### src/hdl/wsa_pkg.sv
// Shared types, codes and saturation helpers for the weighted scatter accumulator.
// No dependencies; imported by the controller, datapath and top level.
package wsa_pkg;

  // request modes
  localparam logic [1:0] MODE_LOAD   = 2'd0;
  localparam logic [1:0] MODE_OBS    = 2'd1;
  localparam logic [1:0] MODE_RD_ST  = 2'd2;
  localparam logic [1:0] MODE_RD_MO  = 2'd3;

  // register index of first_pass (paddr[2])
  localparam logic REG_FIRST_PASS = 1'b0;

  // index compare width, holds the largest station / month count (4096)
  localparam int IDX_W  = 13;
  // weight table address arithmetic width
  localparam int WADR_W = 24;

  typedef struct packed {
    logic capture;   // register the request fields
    logic load;      // write the weight table
    logic mul;       // register |w| and w * temperature
    logic wb;        // write back both accumulator rows
    logic out_load;  // load the result register
    logic clr;       // clearing pass, one row per cycle
  } dp_cmd_t;

  typedef struct packed {
    logic [1:0] mode;
    logic       skip;      // observation that does nothing
    logic       addr_ok;   // load indices in range
    logic       clr_last;
  } dp_sts_t;

  typedef struct packed {
    logic [39:0] wsum;
    logic [15:0] cnt;
    logic [31:0] tsum;
  } st_acc_t;

  typedef struct packed {
    logic [31:0] wsum;
    logic [47:0] wtemp;
  } mo_acc_t;

  function automatic logic [31:0] sat_s32(input logic signed [32:0] x);
    logic [31:0] r;
    if (x[32] != x[31]) r = x[32] ? 32'h8000_0000 : 32'h7FFF_FFFF;
    else r = x[31:0];
    return r;
  endfunction

  function automatic logic [47:0] sat_s48(input logic signed [48:0] x);
    logic [47:0] r;
    if (x[48] != x[47]) r = x[48] ? 48'h8000_0000_0000 : 48'h7FFF_FFFF_FFFF;
    else r = x[47:0];
    return r;
  endfunction

endpackage

### src/hdl/wsa_ctrl.sv
// Sequencer for the weighted scatter accumulator: clearing pass, per-request steps.
// Depends on wsa_pkg; drives wsa_dp through dp_cmd_t and reads dp_sts_t.
module wsa_ctrl import wsa_pkg::*; (
  input  logic    clk,
  input  logic    rst_n,
  input  logic    in_valid,
  output logic    in_ready,
  output logic    out_valid,
  input  logic    out_ready,
  input  dp_sts_t sts,
  output dp_cmd_t cmd
);

  typedef enum logic [2:0] {
    S_CLEAR,
    S_IDLE,
    S_READ,
    S_CALC,
    S_WRITE,
    S_OUT
  } state_t;

  state_t state_r, state_nxt;
  logic   out_valid_r, out_valid_nxt;
  logic   out_free;

  assign in_ready  = (state_r == S_IDLE);
  assign out_valid = out_valid_r;
  assign out_free  = !out_valid_r || out_ready;

  always_comb begin
    cmd           = '0;
    state_nxt     = state_r;
    out_valid_nxt = out_valid_r && !out_ready;
    unique case (state_r)
      S_CLEAR: begin
        cmd.clr = 1'b1;
        if (sts.clr_last) state_nxt = S_IDLE;
      end
      S_IDLE: begin
        if (in_valid) begin
          cmd.capture = 1'b1;
          state_nxt   = S_READ;
        end
      end
      S_READ: begin
        unique case (sts.mode)
          MODE_LOAD: begin
            cmd.load  = sts.addr_ok;
            state_nxt = S_IDLE;
          end
          MODE_OBS:  state_nxt = sts.skip ? S_IDLE : S_CALC;
          default:   state_nxt = S_OUT;
        endcase
      end
      S_CALC: begin
        cmd.mul   = 1'b1;
        state_nxt = S_WRITE;
      end
      S_WRITE: begin
        cmd.wb    = 1'b1;
        state_nxt = S_IDLE;
      end
      S_OUT: begin
        if (out_free) begin
          cmd.out_load  = 1'b1;
          out_valid_nxt = 1'b1;
          state_nxt     = S_IDLE;
        end
      end
      default: state_nxt = S_CLEAR;
    endcase
  end

  always_ff @(posedge clk) begin
    if (!rst_n) begin
      state_r     <= S_CLEAR;
      out_valid_r <= 1'b0;
    end else begin
      state_r     <= state_nxt;
      out_valid_r <= out_valid_nxt;
    end
  end

endmodule

### config.mk
export PLATFORM = sky130hd
export DESIGN_NAME = wsa_ctrl
export DESIGN_NICKNAME = d
export VERILOG_FILES = /design/src/hdl/wsa_pkg.sv /design/src/hdl/wsa_ctrl.sv
export SDC_FILE = /design/constraint.sdc
export NUM_CORES = 1
export LEC_CHECK = 0
export BUFFER_PORTS_ARGS = -buffer_cell sky130_fd_sc_hd__buf_2
export CAP_MARGIN = 25
export CORE_AREA = 8 8 45 47
export CTS_CLUSTER_SIZE = 14
export DETAILED_ROUTE_END_ITERATION = 10
export DIE_AREA = 0 0 53 55
export GPL_TIMING_DRIVEN = 0
export HOLD_SLACK_MARGIN = 0.12
export PLACE_DENSITY = 0.41
export SKIP_CTS_REPAIR_TIMING = 1
export SKIP_LAST_GASP = 1
export SLEW_MARGIN = 40
export SYNTH_ARGS = -nofsm -noshare
export SYNTH_HDL_FRONTEND = slang
export SYNTH_SLANG_ARGS = --single-unit
### constraint.sdc
create_clock -name clk -period 1.1 [get_ports clk]
set_input_delay 0.11 -clock clk [delete_from_list [all_inputs] [get_ports clk]]
set_output_delay 0.11 -clock clk [all_outputs]
set_load 0.05 [all_outputs]
==> qor.yml, run 1 <==
finalHoldViolations: 0
rsz0062_at_grt: "true"
fin_crit_sh_pct: 120
antenna_found_initial: 0
syn_area_um2: 258
powerDensity_mw_per_mm2: 925
clk_pin_slew_ps: 40
fin_ws_ps: -216
drv_cap: 0
syn_inst: 31
cts_tree: "yes"
core_area_mm2: 0.00138
synthFlopType: "dfxtp_1"
dr.pass1.iters: 4
globalplace.congestion: 0.650
root_buffer: "clkbuf_4"
slew_headroom_pct: 81.3
r2r.worst_path.cells: 5
synth_cell_types: 19
cts_buffers: 3
tightest_slew_ps: 278
status: "finished, violations left"
finalPower_uw: 499
synth_edf_count: 0
synth.largest_area_cell: "dfxtp_1"
critPathKind: "register to primary output"
violations: "setup timing"
area_growth_pct: 109
routed_wl_um: 833
ios: 17
power_leakage_nw: 0.246
antenna_cells: 0
drt_iter0_drc: 3
grt_pass1_wl_mm: 1.20
layout_min_cycle_time_ps: 1320
die_w_um: 53
grt.overflow.total: 0
track_usage_pct: 5.52
vias: 331
setup_violations: 7
min_path_type: "primary input to register"
required_ps: 990
cts_sinks: 4
grt_max_degree: 10
critPathLaunchType: "register"
die-area_mm2: 0.00292
drc: 0
place_area_um2: 398
max_freq_mhz: 760
fp.dieH_um: 55
io_buffers: 16
arrival_ps: 1210
finalNetCount: 68
synth_commonest_cells: "dfxtp_1 (4), nand2b_1 (4), a21oi_1 (3)"
htreeDepth: 1
drive_above_1_share_pct: 71.9
ys_warn_count: 0
fin_hold_ws_ps: 137
fin_skew_ps: 2.25
holdPathStages: 2
postSynth.asyncResetShare_pct: 0
clkLatencyLatePin_ps: 230
grt_pass1_vias: 284
ys_seq_area_share_pct: 31.1
rows: 14
syn_nets: 40
start_util_pct: 18.6
syn_avg_cell_area_um2: 8.31
path_max_fanout: 5
fin_area_um2: 539
synth_area_leaders: "dfxtp_1 (31%), nand2b_1 (9.7%), a21oi_1 (5.8%)"
crit_path_end_kind: "primary output"
utilization_pct: 39.0
wire_per_inst_um: 11.4
cts_max_path_buffers: 2
peakVddDrop_mv: 0.396
drv_slew: 0
viasPerCell: 4.53
synth_top_area_share_pct: 31.1
ys_ff_latch: 4
drtAntennaViolNets: 0
==> registers in the layout, summed over array words and instances (netlist names) <==
register,cells
state_r,3
out_valid,1
==> cell families (layout without fill, tap and decap cells) <==
group	Yosys count	after routing	share of synthesized area, %
buf+inv	4	30	10.2
flops	4	4	31.1
simple gates	16	16	41.3
compound gates	7	7	17.5
==> final cells by class <==
type / instances / area, µm²
Fill cell: 153 / 845
Multi-Input combinational cell: 23 / 195
Timing Repair Buffer: 23 / 181
Sequential cell: 4 / 86.3
Clock buffer: 3 / 22.5
Buffer: 2 / 22.5
Tap cell: 16 / 20.0
Inverter: 2 / 11.3
==> final timing paths <==
check                           startpoint          to  slack [ps]
worst max-delay path            state_r[1]      cmd[1]        -220
worst min-delay path                 rst_n  state_r[0]         140
worst max register to register  state_r[0]  state_r[1]           0
worst min register to register   out_valid   out_valid         530
==> cell usage in the layout (no fill, tap or decap) <==
master / instances
nor2_4: 1
clkbuf_4: 3
nor3_2: 2
buf_2: 10
dfxtp_1: 1
a21boi_1: 1
inv_1: 1
clkinvlp_4: 1
nor3b_4: 1
nor2b_4: 2
o22ai_1: 1
nand2b_1: 4
nand4b_1: 1
and4b_2: 1
o21a_1: 1
dfxtp_2: 2
o41ai_1: 1
a21oi_1: 3
dfxtp_4: 1
buf_8: 2
and2_2: 1
nand3b_1: 1
buf_4: 6
nand2_2: 1
and2_1: 1
buf_6: 7
==> routing by layer <==
metal	GRT usage, %	vias to the layer above	part of all wire, %
met5	0	-	0
met4	3.88	0	0
met3	2.41	0	10
met2	7.03	14	49
met1	7.13	154	41
li1	-	163	-
==> where the power goes <==
group	switching, mW	leakage [nW]	internal [mW]
Sequential	0.00326	0.0341	0.150
Clock	0.0580	0.0138	0.122
Combinational	0.0857	0.198	0.0803
==> critical path: stages (launching register included) <==
cell and delay, ps:
dfxtp_2 310, buf_6 120, nand3b_1 230, nor2b_4 150, buf_6 160
==> per-stage QoR <==
step / setup TNS (ps) / cells / worst slack [ps]
after floorplan: -806 / 31 / -324
after global placement: -292 / 63 / -120
after detailed placement: -275 / 63 / -109
after CTS: -1850 / 66 / -365
after global routing: -1680 / 73 / -280
final: -1180 / 73 / -216
Note: power is estimated with default switching activity, not from simulation.
==> run 2, diff against run 1 <==
--- a/config.mk
+++ b/config.mk
@@ -5,15 +5,15 @@
 export SDC_FILE = /design/constraint.sdc
 export NUM_CORES = 1
 export LEC_CHECK = 0
-export BUFFER_PORTS_ARGS = -buffer_cell sky130_fd_sc_hd__buf_2
 export CAP_MARGIN = 25
 export CORE_AREA = 8 8 45 47
 export CTS_CLUSTER_SIZE = 14
 export DETAILED_ROUTE_END_ITERATION = 10
 export DIE_AREA = 0 0 53 55
+export DONT_BUFFER_PORTS = 1
 export GPL_TIMING_DRIVEN = 0
 export HOLD_SLACK_MARGIN = 0.12
-export PLACE_DENSITY = 0.41
+export PLACE_DENSITY = 0.3
 export SKIP_CTS_REPAIR_TIMING = 1
 export SKIP_LAST_GASP = 1
 export SLEW_MARGIN = 40
==> run 2 against run 1 <==
The run still ends with setup timing left. Via count fell by 22%. Clock skew fell by 1.9 ps. Sequential share of layout area rose by 2.9 points. First-iteration DRC count did not move. Combinational power fell by 20%. Largest cell class is now multi-input combinational cells.
==> qor.yml, run 2 (synthesized netlist as in run 1, its figures left out) <==
grt_pass1_wl_mm: 1.12  # -6.9%
setup_tns_ps: -3330  # -2150 ps
status: "finished, violations left"
path_max_fanout: 5  # unchanged
violations: "setup timing"
seqPwrFrac_pct: 33.3  # +2.7 points
max_freq_mhz: 587  # -23%
multi_input_area_um2: 193  # -1.3%
routed_wl_um: 801  # -3.8%
drv_cap: 0  # unchanged
track_usage_pct: 5.36  # -0.16 points
finalNetCount: 55  # -19%
io_buffers: 0  # -16
drtAntennaViolNets: 0  # unchanged
fin_crit_sh_pct: 155  # +35 points
setup_violations: 11  # +4
power.switching_uw: 136  # -7.2%
globalplace.congestion: 0.684  # +5.2%
cts_sinks: 4  # unchanged
grt.overflow.total: 0  # unchanged
powerDensity_mw_per_mm2: 1070  # +15%
cts_tree: "yes"
clkLatencyLatePin_ps: 230  # about the same
drt_iter0_drc: 3  # unchanged
critPathLaunchType: "register"
die-area_mm2: 0.00292  # unchanged
ff_latch_area_um2: 82.6  # -4.3%
cts_buffers: 3  # unchanged
peakVddDrop_mv: 0.550  # +39%
largest_reg_flops: 3  # unchanged
grt_pass1_vias: 263  # -7.4%
cts_max_path_buffers: 2  # unchanged
top_register: "state_r"
wire_per_inst_um: 13.4  # +17%
fin_ws_ps: -603  # -387 ps
drc: 0  # unchanged
drv_slew: 0  # unchanged
p_int_uw: 330  # -6.3%
mostFrequentLayoutCell: "buf_4"
slew_headroom_pct: 43.7  # -38 points
grt_max_degree: 10  # unchanged
required_ps: 990  # about the same
htreeDepth: 1  # unchanged
die_w_um: 53  # unchanged
layout_common_cells: "buf_4 (6), nand2b_1 (4), dlygate4sd3_1 (4), a21oi_1 (3), clkbuf_4 (3)"
switching_share_pct: 29.3  # -0.20 points
num-fill-cells: 140  # -8.5%
core_area_mm2: 0.00138  # unchanged
clk_pin_slew_ps: 40  # about the same
tightest_slew_ps: 840  # +562 ps
fp.dieH_um: 55  # unchanged
comb_power_share_pct: 28.6  # -4.7 points
dr.pass1.iters: 3  # -1
clkPwrFrac_pct: 38.1  # +2.0 points
drive_above_1_share_pct: 50.0  # -22 points
vias: 258  # -22%
layout_min_cycle_time_ps: 1700  # +387 ps
crit_path_end_kind: "primary output"
rsz0062_at_grt: "true"
ios: 17  # unchanged
fin_skew_ps: 0.386  # -1.86 ps
area_growth_pct: 69.4
start_util_pct: 18.6  # unchanged
antenna_cells: 0  # unchanged
critPathKind: "register to primary output"
viasPerCell: 4.30  # -5.2%
finalHoldViolations: 0  # unchanged
finalPower_uw: 466  # -6.6%
arrival_ps: 1590  # +380 ps
antenna_found_initial: 0  # unchanged
power_leakage_nw: 0.167  # -32%
rows: 14  # unchanged
min_path_type: "primary input to register"
root_buffer: "clkbuf_4"
run 2: changes by cell type in the layout (fill, tap and decap cells not counted), sizes merged:
cell / previous run / this run
buf: 25 / 8
dlygate4sd3: 0 / 4
run 2: worst max-delay path: stages (launching register included):
cell and delay [ps]:
dfxtp_1 300, buf_6 120, nor3b_4 550, nand2_2 150
clkinvlp_4 230
run 2: power by group through the flow:
stage               Combinational [mW]  Sequential, mW  Clock (mW)
floorplan                       0.0924           0.157           0
global placement                 0.100           0.157           0
detailed placement               0.101           0.157           0
CTS                              0.101           0.155       0.189
global route                     0.141           0.155       0.202
finish                           0.133           0.155       0.178
run 2: area by class of cell:
type,instances,area share (%)
inverters,2,2.58
clock buffers,3,5.16
multi-input cells,23,44.1
flip-flops and latches,4,18.9
plain buffers,2,5.16
well taps,16,4.58
repair buffers,10,19.5
run 2: layer usage:
layer  vias to the layer above  part of all wire [%]  global-route usage (%)
li1                        134                     -                       -
met1                       120                    39                    4.26
met2                         4                    56                    9.96
met3                         0                   5.0                    4.28
met4                         0                     0                    1.29
met5                         -                     0                       0
run 2: path summary, 6_finish.rpt:
path / slack [ps] / startpoint / cells past startpoint / to
setup reg to reg: -400 / state_r[1] / 5 / state_r[1]
hold / removal: 140 / out_ready / 2 / out_valid
hold reg to reg: 650 / state_r[0] / 3 / state_r[0]
setup / recovery: -600 / state_r[1] / 4 / cmd[5]
run 2: metrics by stage:
stage | setup slack (ps) | std cells | area [µm²] | utilization, % | hold slack [ps]
4_1_cts | -652 | 50 | 340 | 24.6 | -6.98
6_report | -603 | 60 | 437 | 31.6 | 136
3_5_place_dp | -401 | 47 | 318 | 23.0 | 237
2_1_floorplan | -324 | 31 | 298 | - | 227
3_3_place_gp | -390 | 47 | 318 | 23.0 | 234
5_1_grt | -666 | 60 | 437 | 31.6 | 147
